[src/hdl/wmf_pkg.sv]
// wmf_pkg: item types, register indexes and reset values of the window median filter
// no dependencies; imported by every module of the filter
`timescale 1ns / 1ps
`default_nettype none

package wmf_pkg;

  localparam int CH_W       = 8;
  localparam int CFG_IDX_W  = 2;
  localparam int CFG_DATA_W = 13;
  localparam int PIX_W      = 3 * CH_W;

  // register indexes of the configuration port
  typedef enum logic [CFG_IDX_W-1:0] {
    REG_FRAME_WIDTH   = 2'd0,
    REG_FRAME_HEIGHT  = 2'd1,
    REG_WINDOW_RADIUS = 2'd2,
    REG_COLOR_MODE    = 2'd3
  } cfg_idx_e;

  localparam logic [10:0] RST_FRAME_WIDTH   = 11'd640;
  localparam logic [12:0] RST_FRAME_HEIGHT  = 13'd480;
  localparam logic [1:0]  RST_WINDOW_RADIUS = 2'd1;
  localparam logic        RST_COLOR_MODE    = 1'b0;

  typedef struct packed {
    logic            flush;
    logic [CH_W-1:0] chan0;
    logic [CH_W-1:0] chan1;
    logic [CH_W-1:0] chan2;
  } in_item_t;

  typedef struct packed {
    logic [CH_W-1:0] med0;
    logic [CH_W-1:0] med1;
    logic [CH_W-1:0] med2;
    logic            frame_last;
  } res_item_t;

endpackage

`default_nettype wire

[src/hdl/wmf_job_fifo.sv]
// wmf_job_fifo: two-entry queue of window jobs between front and back
// depends on wmf_pkg only by convention
`timescale 1ns / 1ps
`default_nettype none

module wmf_job_fifo #(
  parameter int W = 8
) (
  input  wire logic         clk_i,
  input  wire logic         rst_ni,
  input  wire logic         push_i,
  input  wire logic [W-1:0] data_i,
  input  wire logic         pop_i,
  output logic [W-1:0]      data_o,
  output logic              empty_o
);
  import wmf_pkg::*;

  logic [W-1:0] mem_q [2];
  logic         wptr_q, rptr_q;
  logic [1:0]   cnt_q;

  assign data_o  = mem_q[rptr_q];
  assign empty_o = (cnt_q == 2'd0);

  always_ff @(posedge clk_i) begin
    if (push_i && cnt_q != 2'd2) mem_q[wptr_q] <= data_i;
  end

  always_ff @(posedge clk_i or negedge rst_ni) begin
    if (!rst_ni) begin
      wptr_q <= 1'b0; rptr_q <= 1'b0; cnt_q <= 2'd0;
    end else begin
      if (push_i && cnt_q != 2'd2) wptr_q <= !wptr_q;
      if (pop_i && cnt_q != 2'd0) rptr_q <= !rptr_q;
      cnt_q <= cnt_q + 2'((push_i && cnt_q != 2'd2) ? 1 : 0)
                     - 2'((pop_i && cnt_q != 2'd0) ? 1 : 0);
    end
  end

endmodule

`default_nettype wire

[config.mk]
export PLATFORM = sky130hd
export DESIGN_NAME = wmf_job_fifo
export DESIGN_NICKNAME = d
export VERILOG_FILES = /design/src/hdl/wmf_pkg.sv /design/src/hdl/wmf_job_fifo.sv
export SDC_FILE = /design/constraint.sdc
export NUM_CORES = 1
export LEC_CHECK = 0
export BUFFER_PORTS_ARGS = -buffer_cell sky130_fd_sc_hd__buf_2
export CORE_UTILIZATION = 56
export CTS_BUF_LIST = sky130_fd_sc_hd__clkbuf_8
export DETAILED_ROUTE_END_ITERATION = 8
export PLACE_DENSITY = 0.84
export SETUP_SLACK_MARGIN = 0.2
export SLEW_MARGIN = 20
export SYNTH_ARGS = -nofsm -noshare
export SYNTH_HDL_FRONTEND = slang
export SYNTH_SLANG_ARGS = --single-unit
[constraint.sdc]
create_clock -name clk_i -period 2.82 [get_ports clk_i]
set_clock_uncertainty 0.05 [all_clocks]
set_input_delay 0.423 -clock clk_i [delete_from_list [all_inputs] [get_ports clk_i]]
set_output_delay 0.423 -clock clk_i [all_outputs]
set_load 0.02 [all_outputs]
# Word level (Yosys, flattened, before mapping)
# Memory sizes are Yosys's and may differ from the RTL's.
# Cells that the tools add are included.
[totals]
ramBits = 16
out_inout_bits = 9
word_cells = 17
in_bits = 12
register_bits = 4
mem_count = 1
[classes]
n_eq_ne = 1
n_reduce_logical = 6
n_addsub = 2
mux = 4
[mem_list]
columns = ["name", "depth", "word_bits", "read_ports", "rd_ports_with_merged_regs", "write_ports", "line", "source"]
rows = [
  ["mem_q", 2, 8, 1, 0, 1, "wmf_job_fifo.sv:19", "logic [W-1:0] mem_q [2];"],
]
[op_table]
columns = ["op", "count"]
rows = [
  ["$mux W1", 4],
  ["$add A2 B1 Y2", 1],
  ["$logic_and A1 B1 Y1", 2],
  ["$logic_not A1 Y1", 2],
  ["$logic_not A2 Y1", 1],
  ["$ne A2 B2 Y1 const B", 1],
  ["$reduce_bool A2 Y1", 1],
  ["$sub A2 B1 Y2", 1],
]

# Logic depth before layout (Yosys ltp)
# Gate-level depths: netlist (run 1).
[depth]
depth_word = 5
depth_mapped = 7
depth_no_buf = 7

# Worst setup path before layout (run 1)
# OpenSTA, ideal clock, no wires.
[synth_timing]
path_type = "flip-flop to flip-flop"
startpoint = "register cnt_q[0]"
endpoint = "register cnt_q[1]"
t_required_ns = 2.647
synth_period_minus_slack_ns = 1.758
arrival_ns = 1.586
path_slack_ns = 1.062
path_stages_with_launch = 8
setup_ns = 0.123
path_buffers = 0
cell_sequence = "dfrtp_1 -> nor2_1 -> nor2b_2 -> ha_1 -> inv_1 -> ha_1 -> xnor2_1 -> xnor2_1"
[synth_via]
elab_chain_len = 5
elab_cells_between_ends = 8
classes_between = "add/sub (2); eq/ne (1); mux (2); reduce/logical (3)"
[synth_rtl]
columns = ["item", "line", "source"]
rows = [
  ["start, declared", "wmf_job_fifo.sv:21", "logic [1:0] cnt_q;"],
  ["start signal, assigned", "wmf_job_fifo.sv:36", "cnt_q <= cnt_q + 2'((push_i && cnt_q != 2'd2) ? 1 : 0)"],
  ["$ne A2 B2 Y1", "wmf_job_fifo.sv:36", ""],
  ["$logic_and A1 B1 Y1", "wmf_job_fifo.sv:36", ""],
  ["$mux W1", "wmf_job_fifo.sv:36", ""],
  ["$add A2 B1 Y2", "wmf_job_fifo.sv:36", ""],
  ["$sub A2 B1 Y2 *", "wmf_job_fifo.sv:37", "- 2'((pop_i && cnt_q != 2'd0) ? 1 : 0);"],
]
# Mark *: on every way between the ends. The rest lies on a longest branch, timed or not.
# A chain may end at the register's enable or synchronous reset.

# Worst setup path in the final report (run 1)
[layout_timing]
startpoint = "register rptr_q"
endpoint = "output port data_o[4]"
[layout_via]
elab_chain_len = 1
[layout_rtl]
columns = ["item", "line", "source"]
rows = [
  ["start, declared", "wmf_job_fifo.sv:20", "logic wptr_q, rptr_q;"],
  ["start signal, assigned", "wmf_job_fifo.sv:35", "if (pop_i && cnt_q != 2'd0) rptr_q <= !rptr_q;"],
  ["$mem_v2 Z2 W8", "--", ""],
  ["end, declared", "wmf_job_fifo.sv:14", "output logic [W-1:0] data_o,"],
]
# No other way between the ends.

==> results of run 1 <==
## final timing paths
| check | to | slack, ns | from |
|---|---|---|---|
| worst max-delay path | data_o[4] | 0.97 | rptr_q$_DFFE_PN0P_ |
| worst min-delay path | mem_q[1][5]$_DFFE_PP_ | 0.30 | data_i[5] |
| worst max register to register | cnt_q[1]$_DFF_PN0_ | 1.21 | cnt_q[0]$_DFF_PN0_ |
| worst min register to register | cnt_q[1]$_DFF_PN0_ | 0.47 | cnt_q[1]$_DFF_PN0_ |
| max in group asynchronous | rptr_q$_DFFE_PN0P_ | 2.16 | rst_ni |
| min in group asynchronous | cnt_q[1]$_DFF_PN0_ | 0.44 | rst_ni |
## cell type report
| cell class | instances | area (sq um) |
|---|---|---|
| clock inverter | 1 | 3.75 |
| timing repair buffer | 21 | 110 |
| clock buffer | 3 | 41.3 |
| fill | 95 | 349 |
| inverter | 3 | 11.3 |
| tap | 15 | 18.8 |
| multi-input combinational | 19 | 186 |
| sequential | 20 | 581 |
## worst max-delay path: cells and delay by family (launching register included)
kind	cells	cell delay, ns
mux	1	0.39
flops	1	0.58
buf+inv	1	0.16
## where the power goes
part | switching (mW) | total (mW) | internal [mW]
sequential | 0.0595 | 0.474 | 0.414
clock | 0.0856 | 0.182 | 0.0969
combinational | 0.189 | 0.342 | 0.153
total | 0.334 | 0.998 | 0.664
## metrics by stage
step	power (mW)	worst slack (ns)	cells	area (sq um)	hold WS, ns
2_1_floorplan	0.732	1.06	43	786	0.0774
3_3_place_gp	0.809	1.23	77	897	0.182
3_5_place_dp	0.825	1.16	77	897	0.186
4_1_cts	1.01	0.969	82	952	0.304
5_1_grt	1.05	0.934	82	952	0.299
6_report	0.998	0.967	82	952	0.302
## kinds of logic after synthesis
logic type / count (synthesis) / share of synthesized area, %
buffers and inverters: 4 / 2.39
XOR/XNOR: 4 / 4.46
multiplexers: 8 / 11.5
adder cells (fa/ha/maj): 2 / 3.18
flip-flops: 20 / 73.9
AO/OA/AOI/OAI: 1 / 2.07
AND/OR/NAND/NOR: 4 / 2.55
## state kept, by name, indices dropped and copies added, names as in the netlist
| name | cells |
|---|---|
| mem_q | 16 |
| cnt_q | 2 |
| rptr_q | 1 |
| wptr_q | 1 |
## synthesized netlist by cell type
cell type	instances	share of area, %
buf_4	1	0.96
dfrtp_1	4	13
edfxtp_1	16	61
ha_1	2	3.2
inv_1	3	1.4
mux2_2	8	11
nor2_1	3	1.4
nor2b_2	1	1.1
o21ai_4	1	2.1
xnor2_1	3	3.3
xor2_1	1	1.1
## what timing repair did
action | CTS | global route
hold buffers | 1 | 0
resized for setup | 0 | 0
hold endpoints to repair | 4 | 0
## routing by layer
metal | share of wire [%] | wire length [um]
met4 | 1.3 | 14
met3 | 4.5 | 48
met1 | 38 | 406
met2 | 56 | 603
met5 | 0 | 0
==> impl_metrics.csv, run 1 <==
group,metric,value,unit
timing,fmax,540,MHz
setup_path,crit_chain,"mux2_2 > buf_2",
global_routing,grt-ovfl-total,0,
placed_design,hpwlAfterDp,808,um
global_routing,grt_pass1_vias,350,
synthesis,syn_area,786,sq um
timing,period_share,65.7,%
setup_path,r2r_cells,7,
setup_path,cp_data_arrival_time,1.38,ns
clock_network,cts-buffers-inserted,3,
clock_network,cts_setup_buffers,0,
drt,antenna_left,0,
synthesis,ys_seq_elements,20,
global_routing,gr-usage-met1,14.1,%
synthesis,synth_fp_nets,57,
timing,slew_headroom,56.4,%
synthesis,ys_seq_area_share,73.9,%
synthesis,synth_cell_types,11,
finish,diodes,0,
setup_path,max_stage_delay,0.58,ns
finish,synthToLayoutAreaGrowth,21.2,%
floorplanning,row_count,13,
worst_hold_path,hold-path-cell-count,1,
floorplanning,die_w,39.5,um
setup_path,crit_slowest_cell,"dfrtp_1",
timing,final_max_slew_viol_count,0,
clock_network,path_clk_slew,0.07,ns
setup_path,end_kind,"output pin",
global_routing,antenna_found_initial,0,
floorplanning,pin_count,21,
timing,worst_pin_slew,0.651,ns
drt,drt-initial-drc-count,7,
drt,drc,0,
timing,setup_tns,0,ns
setup_path,path_max_fanout,9,
power_and_ir_drop,powerDensity,1050,mW/mm^2
floorplanning,die_height,39.5,um
setup_path,path_class,"register to output pin",
global_routing,top_usage_layer,"met2",
power_and_ir_drop,max-vdd-ir-drop,0.000704,V
drt,avgRoutedWirePerCell,13.1,um
drt,drt-pass1-iter-count,2,
floorplanning,start_util,60.4,%
drt,num_vias,416,
drt,via_per_inst,5.07,
clock_network,cts-root-buf,"clkbuf_8",
worst_hold_path,hold_path_class,"primary input to register",
global_routing,track_usage,15.3,%
placed_design,io_buffers,20,
timing,setup_viol,0,
clock_network,cts_tree,"done",
timing,fin_crit,1.85,ns
finish,nNetsFinal,82,
timing,grt_setup_unrepaired,"no",
global_routing,grt_max_degree,12,
finish,drive_gt1_share,49.3,%
floorplanning,design.die.area,0.00156,sq mm
finish,final_cell_mix,"buf_2 (20), edfxtp_1 (16), mux2_2 (8)",
synthesis,synth_cells,43,
clock_network,cts.sink_count,20,
placed_design,gp_congestion,0.601,
clock_network,insertion_delay,0.26,ns
global_routing,grt_util_met3,5.11,%
synthesis,ys_warn_count,0,
clock_network,cts_buffer_depth,2,
clock_network,cts.htree.levels,1,
outcome,status,"completed",
finish,fin_util,73.2,%
drt,routed_wl,1070,um
synthesis,avgSynthCellArea,18.3,sq um
floorplanning,core,0.00130,sq mm
global_routing,met2_usage,28.7,%
finish,final_common_cell,"buf_2",
timing,hold_violations,0,
flow_run,drv_cap,0,
power_and_ir_drop,p_leak,0.388,nW
setup_path,critPathRequiredTime,2.35,ns
setup_path,cp-start-kind,"register",
global_routing,grt_first_pass_wirelength,1410,um
No activity file was read; power rests on OpenSTA's default activity.
==> run 2: changes to the inputs <==
--- a/config.mk
+++ b/config.mk
@@ -6,10 +6,10 @@
 export NUM_CORES = 1
 export LEC_CHECK = 0
 export BUFFER_PORTS_ARGS = -buffer_cell sky130_fd_sc_hd__buf_2
-export CORE_UTILIZATION = 56
+export CORE_UTILIZATION = 52
 export CTS_BUF_LIST = sky130_fd_sc_hd__clkbuf_8
 export DETAILED_ROUTE_END_ITERATION = 8
-export PLACE_DENSITY = 0.84
+export PLACE_DENSITY = 0.79
 export SETUP_SLACK_MARGIN = 0.2
 export SLEW_MARGIN = 20
 export SYNTH_ARGS = -nofsm -noshare
==> constraint.sdc (replaced) <==
create_clock -name clk_i -period 1.9 [get_ports clk_i]
set_clock_uncertainty 0.05 [all_clocks]
set_input_delay 0.285 -clock clk_i [delete_from_list [all_inputs] [get_ports clk_i]]
set_output_delay 0.285 -clock clk_i [all_outputs]
set_load 0.02 [all_outputs]
==> run 2 against run 1 <==
Utilization down 1.3 points. First-iteration DRC count rose by 14%. Cell area is 2.0% higher. Final cell count increased by 2.4%. Wire length rose by 13%. Critical path depth unchanged. Via count is 4.6% higher. Sequential cell count unchanged. Sequential power up 50%. Register-to-register slack got worse by 0.85 ns. Hold slack lost 0.14 ns. Setup slack lost 0.67 ns. Highest routed layer unchanged.
==> impl_metrics.csv, run 2 (synthesized netlist as in run 1, its figures left out) <==
group,metric,value,unit
floorplanning,die_w,40.9,um
worst_hold_path,hold_path_class,"primary input to register",
drt,drt-pass1-iter-count,3,
floorplanning,design.die.area,0.00167,sq mm
timing,setup_tns,0,ns
outcome,status,"completed",
worst_hold_path,hold_path_end,"mem_q[0][7]$_DFFE_PP_",
global_routing,grt-ovfl-total,0,
timing,worst_pin_slew,0.350,ns
drt,routed_wl,1210,um
clock_network,cts.sink_count,20,
global_routing,grt_first_pass_wirelength,1860,um
placed_design,io_buffers,20,
timing,hold_violations,0,
setup_path,cp-start-kind,"register",
setup_path,path_class,"register to output pin",
power_and_ir_drop,total_power,1.52,mW
worst_hold_path,hp-start,"data_i[7]",
global_routing,antenna_found_initial,0,
flow_run,drv_cap,0,
finish,drive_gt1_share,53.6,%
finish,register_area,582,sq um
setup_path,critPathRequiredTime,1.56,ns
floorplanning,core,0.00135,sq mm
timing,period_share,84.6,%
global_routing,grt_max_degree,12,
clock_network,cts_buffer_depth,2,
floorplanning,row_count,13,
finish,reg.largest.list,"mem_q x16, cnt_q x2",
timing,fmax,622,MHz
finish,regMostFlops,"mem_q",
global_routing,track_usage,18.6,%
finish,final_common_cell,"buf_2",
drt,antenna_left,0,
floorplanning,die_height,40.9,um
floorplanning,start_util,58.2,%
setup_path,r2r_start,"cnt_q[1]$_DFF_PN0_",
setup_path,path_max_fanout,9,
setup_path,r2r_end,"cnt_q[1]$_DFF_PN0_",
placed_design,placed_area,915,sq um
clock_network,cts-root-buf,"clkbuf_8",
drt,drc,0,
timing,grt_setup_unrepaired,"no",
placed_design,gp_congestion,0.657,
finish,largest_reg_flops,16,
placed_design,hpwlAfterDp,855,um
timing,setup_viol,0,
drt,num_vias,435,
finish,diodes,0,
setup_path,rrSetupSlack,0.36,ns
clock_network,path_clk_slew,0.07,ns
finish,final_cell_mix,"buf_2 (20), edfxtp_1 (16), mux2_2 (8)",
setup_path,end_kind,"output pin",
finish,multi_input_area,189,sq um
timing,fin_crit,1.61,ns
clock_network,cts_tree,"done",
finish,synthToLayoutAreaGrowth,23.6,%
setup_path,r2r_cells,7,
clock_network,cts.htree.levels,1,
clock_network,cts-buffers-inserted,3,
finish,fin_area,971,sq um
finish,nNetsFinal,84,
power_and_ir_drop,powerDensity,1560,mW/mm^2
power_and_ir_drop,max-vdd-ir-drop,0.000925,V
drt,drt-initial-drc-count,8,
finish,fillCellCount,89,
global_routing,grt_pass1_vias,433,
worst_hold_path,hold-path-cell-count,1,
clock_network,cts_setup_buffers,0,
floorplanning,pin_count,21,
clock_network,insertion_delay,0.25,ns
timing,final_max_slew_viol_count,0,
setup_path,cp_data_arrival_time,1.27,ns
drt,via_per_inst,5.18,
drt,avgRoutedWirePerCell,14.4,um
power_and_ir_drop,p_leak,0.398,nW
timing,slew_headroom,76.6,%
## run 2: cell types whose count changed in the layout (fill, tap and decap cells not counted), sizes merged
cell | before | now
buf | 20 | 22
## run 2: how the worst max path moves through the flow
stage,startpoint,cells after the start,to
global route,rptr_q$_DFFE_PN0P_,2,data_o[4]
floorplan,cnt_q[0]$_DFF_PN0_,7,cnt_q[1]$_DFF_PN0_
finish,rptr_q$_DFFE_PN0P_,2,data_o[6]
CTS,rptr_q$_DFFE_PN0P_,2,data_o[4]
global placement,cnt_q[1]$_DFF_PN0_,7,cnt_q[1]$_DFF_PN0_
detailed placement,cnt_q[1]$_DFF_PN0_,7,cnt_q[1]$_DFF_PN0_
## run 2: area by class of cell
cell class / instances / share of cell area [%]
Clock inverter: 1 / 0.387
Tap cell: 15 / 1.93
Sequential cell: 20 / 59.9
Clock buffer: 3 / 4.25
Timing Repair Buffer: 23 / 12.9
Multi-Input combinational cell: 19 / 19.5
Inverter: 3 / 1.16
## run 2: per-stage QoR
| step | cells | hold slack [ns] | util [%] | setup slack, ns |
|---|---|---|---|---|
| after floorplan | 43 | -0.0606 | - | 0.262 |
| after global routing | 84 | 0.157 | 71.9 | 0.236 |
| after CTS | 84 | 0.162 | 71.9 | 0.277 |
| after detailed placement | 79 | 0.0463 | 67.7 | 0.378 |
| after global placement | 79 | 0.0449 | 67.7 | 0.391 |
| final | 84 | 0.162 | 71.9 | 0.293 |
## run 2: critical path: stages, from the launching register on
cell and delay (ns):
dfrtp_2 0.49, mux2_2 0.36, buf_2 0.16
## run 2: per-layer routing
metal	vias up	global-route usage [%]	wire [um]
li1	206	-	-
met1	214	22.1	486
met2	12	32.8	663
met3	3	3.26	38
met4	0	7.50	20
met5	-	0	0
## run 2: what timing repair did
action	CTS	global route
hold buffers	1	0
gates resized for setup	1	0
hold endpoints to repair	4	0
setup endpoints to repair	8	0
## run 2: power by group
part	total [mW]	leakage [nW]	internal [mW]	switching, mW
logic	0.531	0.181	0.245	0.286
clock network	0.274	0.0231	0.144	0.131
registers	0.710	0.194	0.616	0.0933
total	1.51	0.398	1.01	0.510
==> run 3: changes to the inputs <==
--- a/config.mk
+++ b/config.mk
@@ -5,11 +5,12 @@
 export SDC_FILE = /design/constraint.sdc
 export NUM_CORES = 1
 export LEC_CHECK = 0
+export ABC_AREA = 1
 export BUFFER_PORTS_ARGS = -buffer_cell sky130_fd_sc_hd__buf_2
-export CORE_UTILIZATION = 52
+export CORE_UTILIZATION = 48
 export CTS_BUF_LIST = sky130_fd_sc_hd__clkbuf_8
 export DETAILED_ROUTE_END_ITERATION = 8
-export PLACE_DENSITY = 0.79
+export PLACE_DENSITY = 0.76
 export SETUP_SLACK_MARGIN = 0.2
 export SLEW_MARGIN = 20
 export SYNTH_ARGS = -nofsm -noshare
==> constraint.sdc (replaced) <==
create_clock -name clk_i -period 1.3 [get_ports clk_i]
set_clock_uncertainty 0.05 [all_clocks]
set_input_delay 0.195 -clock clk_i [delete_from_list [all_inputs] [get_ports clk_i]]
set_output_delay 0.195 -clock clk_i [all_outputs]
set_load 0.02 [all_outputs]
==> run 3 against run 2 <==
Area after synthesis is 4.6% higher. Sequential power is 42% higher. The run now ends with design-rule violations, negative setup slack left. Clock-buffer cell count stayed put. First-iteration DRC count grew to 3.3 times the previous value. Register-to-register slack worse by 0.45 ns. Global-route usage is 3.0 points higher. Cell area is 31% higher. Critical endpoint is now cnt_q[1]$_DFF_PN0_. Largest cell class unchanged. Sequential share of layout area is 14 points lower. Combinational power grew to 3.2 times the previous value. Sequential cell count stayed put.
==> impl_metrics.csv, run 3 <==
group,metric,value,unit
global_routing,track_usage,21.6,%
synthesis,synthArstFlopShare,20.0,%
global_routing,grt_max_degree,12,
timing,period_share,107,%
finish,synthToLayoutAreaGrowth,55.3,%
finish,reg.largest.list,"mem_q x16, cnt_q x2",
timing,final_max_slew_viol_count,0,
floorplanning,start_util,52.7,%
finish,final_cell_mix,"nand2_2 (21), edfxtp_1 (16), nand2_1 (14)",
power_and_ir_drop,powerDensity,2460,mW/mm^2
drt,drt-initial-drc-count,26,
clock_network,cts_buffer_depth,2,
finish,regMostFlops,"mem_q",
clock_network,cts.htree.levels,1,
setup_path,end_kind,"register",
finish,drive_gt1_share,65.8,%
global_routing,grt_first_pass_wirelength,2820,um
drt,drc,4,
clock_network,cts.sink_count,20,
synthesis,synth_top_cell_area_share,58.4,%
outcome,violations,"design-rule violations, negative setup slack",
finish,largest_reg_flops,16,
floorplanning,design.die.area,0.00188,sq mm
synthesis,synth_common_cells,"nand2_1 (35), edfxtp_1 (16), inv_1 (8)",
clock_network,insertion_delay,0.25,ns
timing,setup_viol,20,
synthesis,ys_seq_elements,20,
synthesis,synth_edf_count,16,
synthesis,synth_cells,74,
placed_design,io_buffers,20,
drt,avgRoutedWirePerCell,15.0,um
floorplanning,core,0.00156,sq mm
finish,nNetsFinal,126,
timing,slew_headroom,83.0,%
floorplanning,die_height,43.4,um
synthesis,synth_area_leaders,"edfxtp_1 (58%), nand2_1 (16%), dfrtp_1 (12%)",
synthesis,avgSynthCellArea,11.1,sq um
drt,num_vias,640,
global_routing,antenna_found_initial,0,
drt,routed_wl,1900,um
power_and_ir_drop,total_power,3.14,mW
drt,via_per_inst,5.04,
clock_network,cts-buffers-inserted,3,
placed_design,hpwlAfterDp,910,um
clock_network,cts_tree,"done",
placed_design,placedCellCount,114,
global_routing,grt-ovfl-total,0,
setup_path,path_class,"register to register",
synthesis,ys_warn_count,0,
timing,hold_violations,0,
setup_path,path_max_fanout,3,
floorplanning,row_count,14,
timing,fmax,719,MHz
global_routing,grt_pass1_vias,676,
setup_path,cp_data_arrival_time,1.50,ns
clock_network,cts-root-buf,"clkbuf_8",
timing,worst_pin_slew,0.255,ns
floorplanning,pin_count,21,
setup_path,critPathRequiredTime,1.40,ns
timing,fin_crit,1.39,ns
outcome,status,"finished with violations",
synthesis,syn_area,822,sq um
synthesis,synth_largest_area_cell,"edfxtp_1",
drt,drt-pass1-iter-count,6,
synthesis,post-synth-top-count-cell,"nand2_1",
timing,fin_ws,-0.0917,ns
power_and_ir_drop,p_leak,0.580,nW
finish,final_common_cell,"nand2_2",
floorplanning,die_w,43.4,um
clock_network,path_clk_slew,0.07,ns
setup_path,cp-start-kind,"register",
synthesis,synth_fp_nets,88,
synthesis,ys.flop_type,"edfxtp_1",
finish,fillCellCount,79,
timing,grt_setup_unrepaired,"yes",
placed_design,gp_congestion,0.817,
drt,antenna_left,0,
power_and_ir_drop,max-vdd-ir-drop,0.00159,V
flow_run,drv_cap,0,
worst_hold_path,hold_path_class,"primary input to register",
finish,diodes,0,
finish,final_cells,127,
synthesis,synth_cell_types,11,
synthesis,ys_seq_area_share,70.6,%
run 3: metal layers:
metal | up-vias | routed length, um | global-route usage (%)
met2 | 20 | 1090 | 41.8
met1 | 307 | 703 | 22.2
met3 | 2 | 81 | 5.42
met5 | - | 0 | 0
li1 | 311 | - | -
met4 | 0 | 21 | 7.50
run 3: metrics by stage:
step	setup TNS (ns)	instance area [sq um]	hold slack [ns]	utilization [%]	setup slack [ns]
2_1_floorplan	-0.0375	830	-0.151	-	-0.0365
3_3_place_gp	-0.0778	976	-0.0431	62.6	-0.0520
4_1_cts	-0.627	1220	0.0735	78.0	-0.0490
6_report	-0.694	1280	0.0739	81.9	-0.0917
5_1_grt	-1.46	1280	0.0672	81.9	-0.122
3_5_place_dp	-0.256	976	-0.0432	62.6	-0.102
run 3: final timing paths:
check,startpoint,endpoint,slack [ns],cells past startpoint
worst max-delay path,cnt_q[1]$_DFF_PN0_,cnt_q[1]$_DFF_PN0_,-0.09,9
worst min-delay path,data_i[7],mem_q[0][7]$_DFFE_PP_,0.07,1
worst max register to register,cnt_q[1]$_DFF_PN0_,cnt_q[1]$_DFF_PN0_,-0.09,9
worst min register to register,wptr_q$_DFFE_PN0P_,wptr_q$_DFFE_PN0P_,0.44,2
max in group asynchronous,rst_ni,rptr_q$_DFFE_PN0P_,0.84,2
min in group asynchronous,rst_ni,cnt_q[1]$_DFF_PN0_,0.22,2
run 3: layout make-up:
class,count,area (sq um),share of cell area [%]
inverter,10,50.0,3.92
tap,16,20.0,1.57
sequential,20,582,45.6
clock buffer,3,41.3,3.24
multi-input combinational,43,300,23.5
clock inverter,1,3.75,0.294
timing repair buffer,34,279,21.9
run 3: cells by family (layout without fill, tap and decap cells):
kind of cell,count (synthesis),count (layout),synth area share [%]
flops,20,20,70.6
buf+inv,11,48,6.54
simple gates,41,41,19.8
fa+ha+maj,2,2,3.04
run 3: what timing repair did:
item / CTS / global route
pin swaps: 17 / 8
setup buffers: 6 / 2
hold buffers: 1 / 0
gates cloned: 0 / 0
endpoints found under the setup margin: 27 / 28
hold endpoints to repair: 4 / 0
gates resized for setup: 45 / 16
run 3: report_power, final:
group          switching, mW  total, mW  internal (mW)
sequential             0.117       1.01          0.897
clock                  0.196      0.406          0.210
combinational          0.913       1.72          0.806
run 3: worst max-delay path: stages (launching register included):
cell and delay [ns]:
dfrtp_1 0.43, inv_2 0.08, nand2_2 0.06, nand2_2 0.08, inv_2 0.05, ha_4 0.25, inv_2 0.03, ha_4 0.15
nand3_2 0.05, nand2_1 0.05
