[src/hdl/wmf_pkg.sv]
// wmf_pkg: item types, register indexes and reset values of the window median filter
// no dependencies; imported by every module of the filter
`timescale 1ns / 1ps
`default_nettype none

package wmf_pkg;

  localparam int CH_W       = 8;
  localparam int CFG_IDX_W  = 2;
  localparam int CFG_DATA_W = 13;
  localparam int PIX_W      = 3 * CH_W;

  // register indexes of the configuration port
  typedef enum logic [CFG_IDX_W-1:0] {
    REG_FRAME_WIDTH   = 2'd0,
    REG_FRAME_HEIGHT  = 2'd1,
    REG_WINDOW_RADIUS = 2'd2,
    REG_COLOR_MODE    = 2'd3
  } cfg_idx_e;

  localparam logic [10:0] RST_FRAME_WIDTH   = 11'd640;
  localparam logic [12:0] RST_FRAME_HEIGHT  = 13'd480;
  localparam logic [1:0]  RST_WINDOW_RADIUS = 2'd1;
  localparam logic        RST_COLOR_MODE    = 1'b0;

  typedef struct packed {
    logic            flush;
    logic [CH_W-1:0] chan0;
    logic [CH_W-1:0] chan1;
    logic [CH_W-1:0] chan2;
  } in_item_t;

  typedef struct packed {
    logic [CH_W-1:0] med0;
    logic [CH_W-1:0] med1;
    logic [CH_W-1:0] med2;
    logic            frame_last;
  } res_item_t;

endpackage

`default_nettype wire

[src/hdl/wmf_front.sv]
// wmf_front: configuration registers, input/output raster positions, line store writes
// and issue of window jobs; depends on wmf_pkg
`timescale 1ns / 1ps
`default_nettype none

module wmf_front #(
  parameter int MAX_WIDTH  = 1024,
  parameter int MAX_HEIGHT = 4096,
  parameter int MAX_RADIUS = 3,
  localparam int CW = $clog2(MAX_WIDTH),
  localparam int WB = $clog2(MAX_WIDTH + 1),
  localparam int RW = $clog2(MAX_HEIGHT),
  localparam int HB = $clog2(MAX_HEIGHT + 1),
  localparam int RB = $clog2(MAX_RADIUS + 1),
  localparam int LS = 2 * MAX_RADIUS + 2,
  localparam int SW = $clog2(LS),
  localparam int AW = $clog2(LS * MAX_WIDTH)
) (
  input  wire logic                                clk_i,
  input  wire logic                                rst_ni,
  input  wire logic                                cfg_we_i,
  input  wire logic [wmf_pkg::CFG_IDX_W-1:0]       cfg_index_i,
  input  wire logic [wmf_pkg::CFG_DATA_W-1:0]      cfg_data_i,
  input  wire logic                                accept_i,
  input  wire wmf_pkg::in_item_t                   item_i,
  output logic [WB-1:0]                            w_eff_o,
  output logic [HB-1:0]                            h_eff_o,
  output logic [RB-1:0]                            r_eff_o,
  output logic                                     color_o,
  output logic                                     wr_en_o,
  output logic [AW-1:0]                            wr_addr_o,
  output logic [wmf_pkg::PIX_W-1:0]                wr_data_o,
  output logic                                     job_push_o,
  output logic [RW-1:0]                            job_oy_o,
  output logic [CW-1:0]                            job_ox_o,
  output logic [SW-1:0]                            job_slot_o,
  output logic                                     job_last_o
);
  import wmf_pkg::*;

  logic [10:0]   fw_q, fw_d;
  logic [12:0]   fh_q, fh_d;
  logic [1:0]    rad_q, rad_d;
  logic          color_q, color_d;
  logic [RW-1:0] in_row_q, in_row_d, out_row_q, out_row_d;
  logic [CW-1:0] in_col_q, in_col_d, out_col_q, out_col_d;
  logic [SW-1:0] in_slot_q, in_slot_d, out_slot_q, out_slot_d;
  logic          in_full_q, in_full_d;

  logic [WB-1:0] w_eff;
  logic [HB-1:0] h_eff;
  logic [RB-1:0] r_eff;
  logic          pix;
  logic [WB-1:0] col_inc;
  logic [HB-1:0] row_inc;
  logic [HB:0]   ry, rx_h;
  logic [WB:0]   rx;
  logic          due;

  always_comb begin
    if (fw_q == '0) w_eff = WB'(1);
    else if (32'(fw_q) > MAX_WIDTH) w_eff = WB'(MAX_WIDTH);
    else w_eff = WB'(fw_q);
    if (fh_q == '0) h_eff = HB'(1);
    else if (32'(fh_q) > MAX_HEIGHT) h_eff = HB'(MAX_HEIGHT);
    else h_eff = HB'(fh_q);
    if (32'(rad_q) > MAX_RADIUS) r_eff = RB'(MAX_RADIUS);
    else r_eff = RB'(rad_q);
  end

  assign w_eff_o   = w_eff;
  assign h_eff_o   = h_eff;
  assign r_eff_o   = r_eff;
  assign color_o   = color_q;
  assign wr_addr_o = AW'(in_slot_q) * AW'(MAX_WIDTH) + AW'(in_col_q);
  assign wr_data_o = {item_i.chan2, item_i.chan1, item_i.chan0};
  assign job_oy_o   = out_row_q;
  assign job_ox_o   = out_col_q;
  assign job_slot_o = out_slot_q;

  always_comb begin
    fw_d = fw_q; fh_d = fh_q; rad_d = rad_q; color_d = color_q;
    in_row_d = in_row_q; in_col_d = in_col_q; in_slot_d = in_slot_q;
    out_row_d = out_row_q; out_col_d = out_col_q; out_slot_d = out_slot_q;
    in_full_d = in_full_q;
    wr_en_o = 1'b0; job_push_o = 1'b0; job_last_o = 1'b0;
    pix = 1'b0; col_inc = '0; row_inc = '0; ry = '0; rx = '0; rx_h = '0; due = 1'b0;
    if (cfg_we_i) begin
      unique case (cfg_idx_e'(cfg_index_i))
        REG_FRAME_WIDTH:   fw_d = cfg_data_i[10:0];
        REG_FRAME_HEIGHT:  fh_d = cfg_data_i[12:0];
        REG_WINDOW_RADIUS: rad_d = cfg_data_i[1:0];
        REG_COLOR_MODE:    color_d = cfg_data_i[0];
        default:           fw_d = fw_q;
      endcase
      in_row_d = '0; in_col_d = '0; in_slot_d = '0;
      out_row_d = '0; out_col_d = '0; out_slot_d = '0;
      in_full_d = 1'b0;
    end else if (accept_i) begin
      pix = !item_i.flush && !in_full_q;
      if (pix) begin
        wr_en_o = 1'b1;
        col_inc = WB'(in_col_q) + WB'(1);
        if (col_inc >= w_eff) begin
          in_col_d = '0;
          row_inc = HB'(in_row_q) + HB'(1);
          if (row_inc >= h_eff) begin
            in_row_d = '0; in_slot_d = '0; in_full_d = 1'b1;
          end else begin
            in_row_d = RW'(row_inc);
            in_slot_d = (in_slot_q == SW'(LS - 1)) ? '0 : in_slot_q + SW'(1);
          end
        end else begin
          in_col_d = CW'(col_inc);
        end
      end
      // bottom-right corner of the window, clamped to the frame
      ry = (HB+1)'(out_row_q) + (HB+1)'(r_eff);
      if (ry > (HB+1)'(h_eff) - (HB+1)'(1)) ry = (HB+1)'(h_eff) - (HB+1)'(1);
      rx = (WB+1)'(out_col_q) + (WB+1)'(r_eff);
      if (rx > (WB+1)'(w_eff) - (WB+1)'(1)) rx = (WB+1)'(w_eff) - (WB+1)'(1);
      rx_h = (HB+1)'(in_row_d);
      due = in_full_d || (rx_h > ry) || ((rx_h == ry) && ((WB+1)'(in_col_d) > rx));
      if (due) begin
        job_push_o = 1'b1;
        if (WB'(out_col_q) + WB'(1) >= w_eff) begin
          out_col_d = '0;
          if (HB'(out_row_q) + HB'(1) >= h_eff) begin
            out_row_d = '0; out_slot_d = '0; job_last_o = 1'b1; in_full_d = 1'b0;
          end else begin
            out_row_d = out_row_q + RW'(1);
            out_slot_d = (out_slot_q == SW'(LS - 1)) ? '0 : out_slot_q + SW'(1);
          end
        end else begin
          out_col_d = out_col_q + CW'(1);
        end
      end
    end
  end

  always_ff @(posedge clk_i or negedge rst_ni) begin
    if (!rst_ni) begin
      fw_q <= RST_FRAME_WIDTH; fh_q <= RST_FRAME_HEIGHT;
      rad_q <= RST_WINDOW_RADIUS; color_q <= RST_COLOR_MODE;
      in_row_q <= '0; in_col_q <= '0; in_slot_q <= '0;
      out_row_q <= '0; out_col_q <= '0; out_slot_q <= '0;
      in_full_q <= 1'b0;
    end else begin
      fw_q <= fw_d; fh_q <= fh_d; rad_q <= rad_d; color_q <= color_d;
      in_row_q <= in_row_d; in_col_q <= in_col_d; in_slot_q <= in_slot_d;
      out_row_q <= out_row_d; out_col_q <= out_col_d; out_slot_q <= out_slot_d;
      in_full_q <= in_full_d;
    end
  end

endmodule

`default_nettype wire

[config.mk]
export PLATFORM = sky130hd
export DESIGN_NAME = wmf_front
export DESIGN_NICKNAME = d
export VERILOG_FILES = /design/src/hdl/wmf_pkg.sv /design/src/hdl/wmf_front.sv
export SDC_FILE = /design/constraint.sdc
export NUM_CORES = 1
export LEC_CHECK = 0
export BUFFER_PORTS_ARGS = -buffer_cell sky130_fd_sc_hd__buf_4
export CAP_MARGIN = 0
export CORE_ASPECT_RATIO = 0.9
export CORE_MARGIN = 2
export CORE_UTILIZATION = 30
export CTS_CLUSTER_DIAMETER = 40
export CTS_CLUSTER_SIZE = 8
export DETAILED_ROUTE_END_ITERATION = 8
export HOLD_SLACK_MARGIN = 0.08
export MAX_ROUTING_LAYER = met4
export SLEW_MARGIN = 20
export SYNTH_ARGS = -nofsm -noshare
export SYNTH_HDL_FRONTEND = slang
export SYNTH_SLANG_ARGS = --single-unit
export TNS_END_PERCENT = 50
[constraint.sdc]
create_clock -name clk_i -period 20.9 [get_ports clk_i]
set_input_delay 5.225 -clock clk_i [delete_from_list [all_inputs] [get_ports clk_i]]
set_output_delay 5.225 -clock clk_i [all_outputs]
set_load 0.01 [all_outputs]
; Yosys cells after proc, flatten, opt, wreduce, memory -nomap -nowiden
; Index checks and enable logic that the tools add are counted.
[word_totals]
regBits = 78
in_bits = 44
out_inout_bits = 92
word_cells = 126
[classes]
addsub = 13
order_cmp = 10
n_eq_ne = 6
mux = 65
reduce_logical = 21
[ops]
columns = operator, count
row1 = $mux W12, 15
row2 = $mux W10, 10
row3 = $mux W14, 3
row4 = $mux W3, 12
row5 = $add A12 B1 Y13 const B, 2
row6 = $ge A13 B13 Y1, 2
row7 = $mux W13, 2
row8 = $add A10 B1 Y11 const B, 2
row9 = $ge A11 B11 Y1, 2
row10 = $mux W11, 2
row11 = $mux W1, 21
row12 = $eq A12 B14 Y1, 1
row13 = $gt A12 B14 Y1, 1
row14 = $gt A13 B14 Y1, 1
row15 = $sub A13 B1 Y14 const B, 1
row16 = $add A12 B2 Y13, 1
row17 = $add A13 B10 Y13, 1
row18 = $gt A13 B13 Y1 const B, 1
row19 = $logic_not A13 Y1, 1
row20 = $add A12 B1 Y12 const B, 1
row21 = $gt A10 B12 Y1, 1
row22 = $gt A11 B12 Y1, 1
row23 = $sub A11 B1 Y12 const B, 1
row24 = $add A10 B2 Y11, 1
row25 = 14 further kinds, 29

; Depth between registers and ports, before layout
; Gate-level depths: netlist of the first run.
[depth]
depth_word = 15
depth_mapped = 30
depth_no_buf = 26

; Worst setup path after synthesis of the first run
; No wires, ideal clock.
[synth_timing]
path_type = input -> output
from = input item_i[24] (netlist bit)
to = output job_last_o
arrival_time_ns = 8.007
required_time_ns = 15.675
setup_slack_ns = 7.668
cell_stages = 15
n_path_buf = 3
path_cell_list = or2_2 -> clkbuf_1 -> clkbuf_1 -> a21o_1 -> a22o_1 -> ha_1 -> a21oi_1 -> o21ai_0 -> nand2b_1 -> o311ai_0 -> a2111oi_4 -> o211a_4 -> o21ai_4 -> buf_6 -> nor3_1
[synth_via]
elab_chain_len = 11
elab_cells_between_ends = 20
classes_between = order compare (2) / eq/ne (1) / mux (12) / reduce/logical (5)
[synth_lines]
columns = item, line
row1 = from (decl), wmf_front.sv:25  ; input wire wmf_pkg::in_item_t item_i,
row2 = $logic_not A1 Y1 (*), wmf_front.sv:100  ; pix = !item_i.flush && !in_full_q;
row3 = $logic_and A1 B1 Y1 (*), wmf_front.sv:100
row4 = $mux W12 / $mux W10 (equally long branches), wmf_front.sv:101  ; if (pix) begin
row5 = $mux W12 / $mux W10 (equally long branches), wmf_front.sv:99  ; end else if (accept_i) begin
row6 = $mux W12 / $mux W10 (equally long branches), wmf_front.sv:88  ; if (cfg_we_i) begin
row7 = $gt A12 B14 Y1 (tied with other cells), wmf_front.sv:123  ; due = in_full_d || (rx_h > ry) || ((rx_h == ry) && ((WB+1)'(in_col_d) > rx));
row8 = $logic_or A1 B1 Y1 / $logic_and A1 B1 Y1 (equally long branches), wmf_front.sv:123
row9 = $logic_or A1 B1 Y1 (*), wmf_front.sv:123
row10 = $mux W1 (*), wmf_front.sv:124  ; if (due) begin
row11 = $mux W1 (*), wmf_front.sv:99
row12 = $mux W1 (*), wmf_front.sv:88
row13 = to (decl), wmf_front.sv:37  ; output logic job_last_o
; Every way passes the cells marked *; elsewhere a longest branch is shown, timed or not. The select of a mux whose other input is x is not followed.

; Worst setup path after layout of the first run
; Same ends and word-level chain as after synthesis.

==> results of run 1 <==
-- area by class of cell --
class / count / area, um^2 / share of cell area [%]
multi-input cells: 789 / 5660 / 60.8
flip-flops and latches: 78 / 1960 / 21.0
repair buffers: 92 / 688 / 7.38
well taps: 354 / 443 / 4.75
clock buffers: 9 / 225 / 2.42
inverters: 52 / 195 / 2.09
clock inverters: 7 / 145 / 1.56
-- final timing paths --
kind | endpoint | slack, ns | cells past startpoint
worst max-delay path | job_last_o | 6.87 | 14
min in group asynchronous | fw_q[8] | 4.77 | 1
worst min register to register | color_o | 0.51 | 1
worst max register to register | job_oy_o[9] | 13.49 | 25
max in group asynchronous | in_row_q[8] | 15.03 | 2
worst min-delay path | color_o | 0.51 | 1
-- per-layer routing --
metal | up-vias | GRT usage, % | share of wire [%]
li1 | 3621 | - | -
met1 | 3696 | 26.4 | 48
met2 | 239 | 27.0 | 44
met3 | 24 | 3.39 | 6.5
met4 | 0 | 2.62 | 0.97
met5 | - | - | 0
-- per-stage QoR --
step / hold WS, ns / setup WS [ns] / area (um^2) / total power [mW] / cells
after floorplan: 0.488 / 7.67 / 8230 / 0.369 / 995
after global placement: 0.507 / 6.92 / 8940 / 0.445 / 1364
after detailed placement: 0.500 / 6.88 / 8940 / 0.451 / 1364
after CTS: 0.517 / 6.87 / 9320 / 0.657 / 1380
after global routing: 0.525 / 6.50 / 9320 / 0.696 / 1381
final: 0.515 / 6.87 / 9320 / 0.656 / 1381
-- placed cells by master, fill, tap and decap left out, types with 5 or more instances in the layout --
cell type / instances
a211oi_1: 9
a21o_1: 11
a21oi_1: 45
a22o_1: 6
a311oi_1: 11
and3_1: 11
buf_4: 91
clkbuf_16: 9
dfrtp_1: 71
dfstp_2: 7
ha_1: 106
inv_1: 50
mux2_2: 34
mux2i_1: 13
nand2_1: 108
nand2b_1: 6
nand3_1: 53
nand4_1: 20
nor2_1: 80
nor2b_1: 17
nor3_1: 22
nor3b_1: 5
nor4_1: 6
o211ai_1: 10
o21a_1: 18
o21ai_0: 35
o31ai_1: 8
or3_1: 19
xnor2_1: 44
xor2_1: 18
-- report_power, final --
part	internal (mW)	switching [mW]	leakage [nW]
logic	0.106	0.151	3.22
registers	0.167	0.0270	1.01
clock network	0.130	0.0751	0.176
-- sequential cells by signal, summed over array words and instances (netlist names) --
signal,flops
in_slot_q,3
in_full_q,1
color_o,1
fw_q,11
in_col_q,10
in_row_q,12
job_oy_o,12
job_slot_o,3
r_eff_o,2
fh_q,13
job_ox_o,10
-- worst max-delay path, cell delays in order --
cell      delay (ns)
buf_4           0.12
nor2_1          0.24
nand2_1         0.47
or3_1           0.53
nand2_1         0.08
ha_1            0.25
a211oi_1        0.20
nand2_1         0.10
a211o_1         0.27
o21a_1          0.24
o211a_4         0.34
o21ai_4         0.43
nor3_1          0.11
buf_4           0.18
-- kinds of logic (layout without fill, tap and decap cells) --
kind of cell | after synthesis | in the layout | synth area share [%]
adders and majority gates | 108 | 108 | 16.6
DFF | 78 | 78 | 23.8
xor gates and xnor gates | 62 | 62 | 6.60
muxes | 48 | 48 | 6.42
buffers and inverters | 128 | 160 | 7.38
AOI/OAI and AO/OA | 205 | 205 | 17.7
and+or+nand+nor | 366 | 366 | 21.5
==> flow_summary_export.csv, run 1 <==
group,metric,value,unit
synthesis,ys_dominant_reg_cell,"dfrtp_1",
die,die_w,179,um
global_routing,grt_usage,18.3,%
sta,max_freq,71.3,MHz
critical_path,startpoint_type,"primary input",
synthesis,yosysSeqAreaShare,23.8,%
power,power.leakage,4.40,nW
clocking,clkLatencyLatePin,0.36,ns
critical_path,worst_setup_path_end_kind,"primary output",
critical_path,cp_max_fo,23,
final_layout,final_core_util,34.6,%
clocking,clockRootBuffer,"clkbuf_16",
synthesis,synth.avg_cell_area,8.27,um^2
synthesis,yosysWarnings,0,
final_layout,fill_cells,2845,
final_layout,synthToLayoutAreaGrowth,13.3,%
drt,wl,25400,um
clocking,cts_tree,"done",
clocking,h-tree-depth,3,
final_layout,drive_above_1_share,16.0,%
sta,rsz0062_at_grt,"no",
drt,wire_per_inst,18.4,um
die,core_area,0.0270,mm^2
place,portBuffers,87,
clocking,cts_sinks,78,
final_layout,antennaDiodeCount,0,
global_routing,grt_pass1_wl,39900,um
clocking,post_cts_resize_count,0,
global_routing,overflow,0,
sta,fin_skew,0.0105,ns
critical_path,arrival,8.81,ns
synthesis,synthesis.area,0.00823,mm^2
critical_path,reg2reg_from,"fh_q[2]",
place,dp.final_hpwl,20100,um
critical_path,critPathRequiredTime,15.67,ns
critical_path,path_class,"in -> out",
clocking,post_cts_buffers,0,
synthesis,synth-edff-count,0,
synthesis,syn_inst,995,
synthesis,synth.cells.most_frequent,"nand2_1, ha_1, nor2_1",
hold_path,hp-start,"color_o",
die,dieArea,0.0288,mm^2
drt,drc_errors,0,
die,num_io_pins,136,
hold_path,hp-class,"reg -> reg",
sta,setup_viol,0,
place,globalplace.congestion,0.880,
die,initial_utilization,30.5,%
sta,relSlewSlack,31.1,%
drt,first_pass_iters,5,
clocking,path_clk_slew,0.07,ns
run,cap_violations,0,
power,vdd_ir_drop_max,34.2,uV
sta,period_minus_slack,14.03,ns
synthesis,ys_top_cells_by_area,"dfrtp_1, ha_1, nand2_1",
final_layout,nets,1174,
drt,dr_total_vias,7580,
global_routing,grt_max_degree,56,
synthesis,ys_seq_elements,78,
global_routing,antenna_found_initial,0,
clocking,numCtsBuffers,9,
sta,min_period_over_period,67.1,%
power,p_per_area,70.4,mW/mm^2
sta,report.final.slew_viol_count,0,
die,num_rows,57,
sta,worstMarginPinSlew,1.03,ns
synthesis,yosysTopAreaCell,"dfrtp_1",
drt,viasPerCell,5.49,
sta,finalHoldViolations,0,
synthesis,yosysTopAreaCellShare,21.6,%
drt,ant_nets,0,
synthesis,yosysMostFrequentCell,"nand2_1",
run_status,outcome,"finished clean",
clocking,cts_hold_buf,0,
synthesis,yosysUniqueCellTypes,78,
synthesis,syn_nets,1147,
synthesis,asyncSetResetFlopFracSynth,100,%
die,die_height,161,um
drt,drt_iter0_drc,668,
global_routing,grt_pass1_vias,6996,
clocking,cts.path.max_buffers,2,
sta,final.setup.tns,0,ns
critical_path,critPathLaunch,"item_i[24]",
Power figures use the tool's default switching activity.
==> inputs of run 2 (changes only) <==
clock period = 11.9 ns   (was 20.9 ns; I/O delays follow)
==> flow_summary_export.csv, run 2 (synthesis gave the netlist of run 1 again) <==
group,metric,value,unit
drt,viasPerCell,5.36,
drt,first_pass_iters,4,
clocking,post_cts_buffers,0,
power,p_per_area,118,mW/mm^2
global_routing,grt_usage,18.5,%
drt,ant_nets,0,
final_layout,top_register,"fh_q",
sta,fin_hold_ws,0.521,ns
clocking,post_cts_resize_count,0,
sta,max_freq,98.6,MHz
critical_path,arrival,7.16,ns
hold_path,hp-class,"reg -> reg",
critical_path,cpLargestDelayFamily,"simple AND/OR/NAND/NOR gates",
critical_path,path_class,"reg -> out",
drt,drc_errors,0,
clocking,clkLatencyLatePin,0.35,ns
final_layout,antennaDiodeCount,0,
clocking,cts_hold_buf,0,
sta,setup_viol,0,
die,num_rows,57,
place,portBuffers,87,
die,die_w,179,um
global_routing,grt_pass1_vias,7079,
clocking,path_clk_slew,0.06,ns
final_layout,fill_cells,2862,
global_routing,antenna_found_initial,0,
drt,wl,25500,um
clocking,clockRootBuffer,"clkbuf_16",
place,dp.final_hpwl,20100,um
critical_path,max_stage_delay,0.56,ns
critical_path,r2r_setup_slack,4.66,ns
place,globalplace.congestion,0.876,
power,swShare,40.0,%
clocking,cts_tree,"done",
die,num_io_pins,136,
sta,report.final.slew_viol_count,0,
sta,fin_skew,0.00730,ns
sta,relSlewSlack,27.4,%
clocking,h-tree-depth,3,
power,power_switching,0.436,mW
global_routing,grt_pass1_wl,40500,um
critical_path,startpoint_type,"register",
global_routing,overflow,0,
die,initial_utilization,30.5,%
clocking,numCtsBuffers,9,
critical_path,cp_max_fo,25,
global_routing,grt_max_degree,65,
drt,drt_iter0_drc,542,
final_layout,drive_above_1_share,15.8,%
sta,final.setup.tns,0,ns
run_status,outcome,"finished clean",
sta,finalHoldViolations,0,
power,clock_power_share,27.2,%
sta,period_minus_slack,10.14,ns
final_layout,largest_register_ffs,13,
power,vdd_ir_drop_max,62.3,uV
power,intPower,0.654,mW
drt,dr_total_vias,7402,
power,power_frac_comb,41.6,%
sta,worstMarginPinSlew,1.08,ns
critical_path,path_buf_inv,3,
sta,min_period_over_period,85.2,%
die,die_height,161,um
sta,rsz0062_at_grt,"no",
critical_path,worst_setup_path_end_kind,"primary output",
critical_path,critPathRequiredTime,8.93,ns
power,power.leakage,4.37,nW
drt,wire_per_inst,18.5,um
die,core_area,0.0270,mm^2
final_layout,final_cell_mix,"nand2_1, ha_1, buf_4, nor2_1, dfrtp_1",
die,dieArea,0.0288,mm^2
power,seq_power_share,31.2,%
clocking,cts.path.max_buffers,2,
final_layout,final_common_cell,"nand2_1",
run,cap_violations,0,
critical_path,critPathSlowestCell,"or4b_1",
final_layout,nets,1173,
clocking,cts_sinks,78,
final_layout,synthToLayoutAreaGrowth,12.5,%
-- run 2: path summary, 6_finish.rpt --
check	startpoint	endpoint	cells past startpoint
hold / removal	color_o	color_o	1
setup / recovery	fh_q[1]	job_last_o	27
max in group asynchronous	rst_ni	in_row_q[8]	2
setup reg to reg	fh_q[1]	job_oy_o[9]	26
min in group asynchronous	rst_ni	job_ox_o[4]	1
hold reg to reg	color_o	color_o	1
-- run 2: power groups by stage --
stage	sequential [mW]	clock, mW	combinational (mW)
floorplan	0.326	0	0.321
global placement	0.343	0	0.447
detailed placement	0.344	0	0.452
CTS	0.339	0.304	0.453
global route	0.345	0.315	0.506
finish	0.340	0.296	0.453
-- run 2: area by class of cell --
type,instances,area (um^2),area share (%)
Multi-Input combinational cell,789,5660,61.2
Timing Repair Buffer,91,681,7.36
Tap cell,354,443,4.79
Sequential cell,78,1960,21.2
Inverter,52,195,2.11
Clock buffer,12,256,2.77
Clock inverter,4,53.8,0.581
-- run 2: worst reg2reg max path, delay by kind of cell, from the launching register on --
kind	cells	cell delay [ns]
and+or+nand+nor	11	2.99
adders and majority gates	3	0.97
DFF	1	0.42
AOI/OAI and AO/OA	10	2.46
buffers and inverters	2	0.35
-- run 2: metal layers --
metal	share of wire (%)	GRT usage, %	up-vias
met5	0	-	-
met2	44	27.0	176
met1	51	27.6	3597
met4	0.61	2.33	0
li1	-	-	3615
met3	4.4	2.66	14
-- run 2: through the flow --
step / instance area [um^2] / cells / setup slack (ns) / utilization, % / total power [mW]
CTS: 9250 / 1379 / 1.80 / 34.3 / 1.10
finish: 9250 / 1380 / 1.76 / 34.3 / 1.09
floorplan: 8230 / 995 / 3.04 / - / 0.648
global route: 9250 / 1380 / 1.14 / 34.3 / 1.17
detailed placement: 8940 / 1363 / 2.22 / 33.2 / 0.796
global placement: 8940 / 1363 / 2.28 / 33.2 / 0.790
==> inputs of run 3 (changes only) <==
REMOVE_ABC_BUFFERS = 1   (was unset)
==> flow_summary_export.csv, run 3 (synthesis gave the netlist of run 1 again) <==
group,metric,value,unit
run_status,outcome,"finished clean",
critical_path,path_buf_inv,3,
final_layout,final_common_cell,"nand2_1",
hold_path,hold_depth,1,
sta,min_period_over_period,87.0,%
place,dp.final_hpwl,20500,um
global_routing,antenna_found_initial,0,
sta,final.setup.tns,0,ns
final_layout,largest_register_ffs,13,
sta,report.final.slew_viol_count,0,
drt,first_pass_iters,5,
final_layout,synthToLayoutAreaGrowth,12.4,%
critical_path,reg2reg_from,"fh_q[2]",
critical_path,startpoint_type,"register",
clocking,numCtsBuffers,9,
sta,rsz0062_at_grt,"no",
final_layout,antennaDiodeCount,0,
place,dp_cells,1363,
clocking,post_cts_buffers,0,
die,num_io_pins,136,
die,die_height,161,um
critical_path,arrival,7.37,ns
hold_path,whs_endpoint,"color_o",
drt,ant_nets,0,
sta,relSlewSlack,30.2,%
drt,dr_total_vias,7440,
clocking,clkLatencyLatePin,0.35,ns
critical_path,path_class,"reg -> out",
drt,viasPerCell,5.39,
final_layout,top_register,"fh_q",
critical_path,timing.rr.end,"job_oy_o[8]",
die,core_area,0.0270,mm^2
sta,setup_viol,0,
critical_path,max_stage_delay,0.56,ns
clocking,clockRootBuffer,"clkbuf_16",
clocking,h-tree-depth,3,
hold_path,hp-start,"color_o",
final_layout,drive_above_1_share,15.8,%
sta,period_minus_slack,10.35,ns
clocking,post_cts_resize_count,0,
final_layout,nets,1173,
global_routing,grt_pass1_vias,6925,
die,initial_utilization,30.5,%
critical_path,r2r_setup_slack,4.43,ns
drt,wire_per_inst,19.0,um
final_layout,final_core_util,34.3,%
sta,fin_skew,0.00977,ns
global_routing,grt_usage,18.8,%
drt,wl,26200,um
final_layout,final_cell_mix,"nand2_1, ha_1, buf_4, nor2_1, dfrtp_1",
critical_path,reg2reg_depth,25,
die,dieArea,0.0288,mm^2
sta,finalHoldViolations,0,
drt,drc_errors,0,
global_routing,grt_max_degree,72,
sta,max_freq,96.6,MHz
drt,drt_iter0_drc,611,
critical_path,worst_setup_path_end_kind,"primary output",
clocking,cts_sinks,78,
critical_path,cp_max_fo,25,
critical_path,critPathRequiredTime,8.93,ns
die,num_rows,57,
final_layout,final_cell_count_no_fill,1380,
power,vdd_ir_drop_max,69.1,uV
clocking,cts.path.max_buffers,2,
hold_path,hp-class,"reg -> reg",
critical_path,critPathSlowestCell,"or4b_1",
die,die_w,179,um
run,cap_violations,0,
clocking,cts_tree,"done",
power,p_per_area,118,mW/mm^2
critical_path,path_depth,26,
place,globalplace.congestion,0.899,
clocking,cts_hold_buf,0,
clocking,path_clk_slew,0.07,ns
critical_path,cpLargestDelayFamily,"simple AND/OR/NAND/NOR gates",
global_routing,overflow,0,
place,portBuffers,87,
power,power.leakage,4.36,nW
sta,worstMarginPinSlew,1.04,ns
global_routing,grt_pass1_wl,40500,um
==> run 3: report_power, final <==
part	switching, mW	total [mW]	internal (mW)	leakage, nW
Clock	0.126	0.290	0.164	0.139
Sequential	0.0477	0.341	0.293	1.01
Combinational	0.272	0.457	0.186	3.21
==> run 3: worst max-delay path by stage <==
| stage | startpoint | to |
|---|---|---|
| after detailed placement | fh_q[2] | job_last_o |
| final | fh_q[2] | job_last_o |
| after global routing | fh_q[2] | job_last_o |
| after CTS | fh_q[2] | job_last_o |
| after floorplan | fh_q[8] | job_last_o |
| after global placement | fh_q[2] | job_last_o |
==> run 3: routing by layer <==
layer / vias to the layer above / part of all wire (%) / global-route usage, %
li1: 3630 / - / -
met1: 3546 / 52 / 29.5
met2: 249 / 40 / 24.7
met3: 15 / 7.4 / 3.60
met4: 0 / 0.74 / 2.92
met5: - / 0 / -
==> run 3: area by class of cell <==
class / instances / area, um^2
Timing Repair Buffer: 91 / 681
Tap cell: 354 / 443
Clock inverter: 6 / 71.3
Multi-Input combinational cell: 789 / 5660
Sequential cell: 78 / 1960
Inverter: 52 / 195
Fill cell: 2877 / 17700
Clock buffer: 10 / 229
==> run 3: stage by stage <==
step	power, mW	setup WS [ns]	instance area [um^2]	hold WS [ns]
global placement	0.792	2.19	8940	0.498
floorplan	0.625	2.65	7810	0.488
global route	1.16	1.00	9240	0.551
finish	1.09	1.55	9240	0.524
detailed placement	0.798	2.05	8940	0.505
CTS	1.09	1.65	9240	0.525
==> run 3: worst register-to-register path, delay by kind of cell (launching register included) <==
family	cells	cell delay, ns
compound gates	10	2.82
fa+ha+maj	3	0.83
buf+inv	2	0.37
flops	1	0.43
simple gates	10	2.98
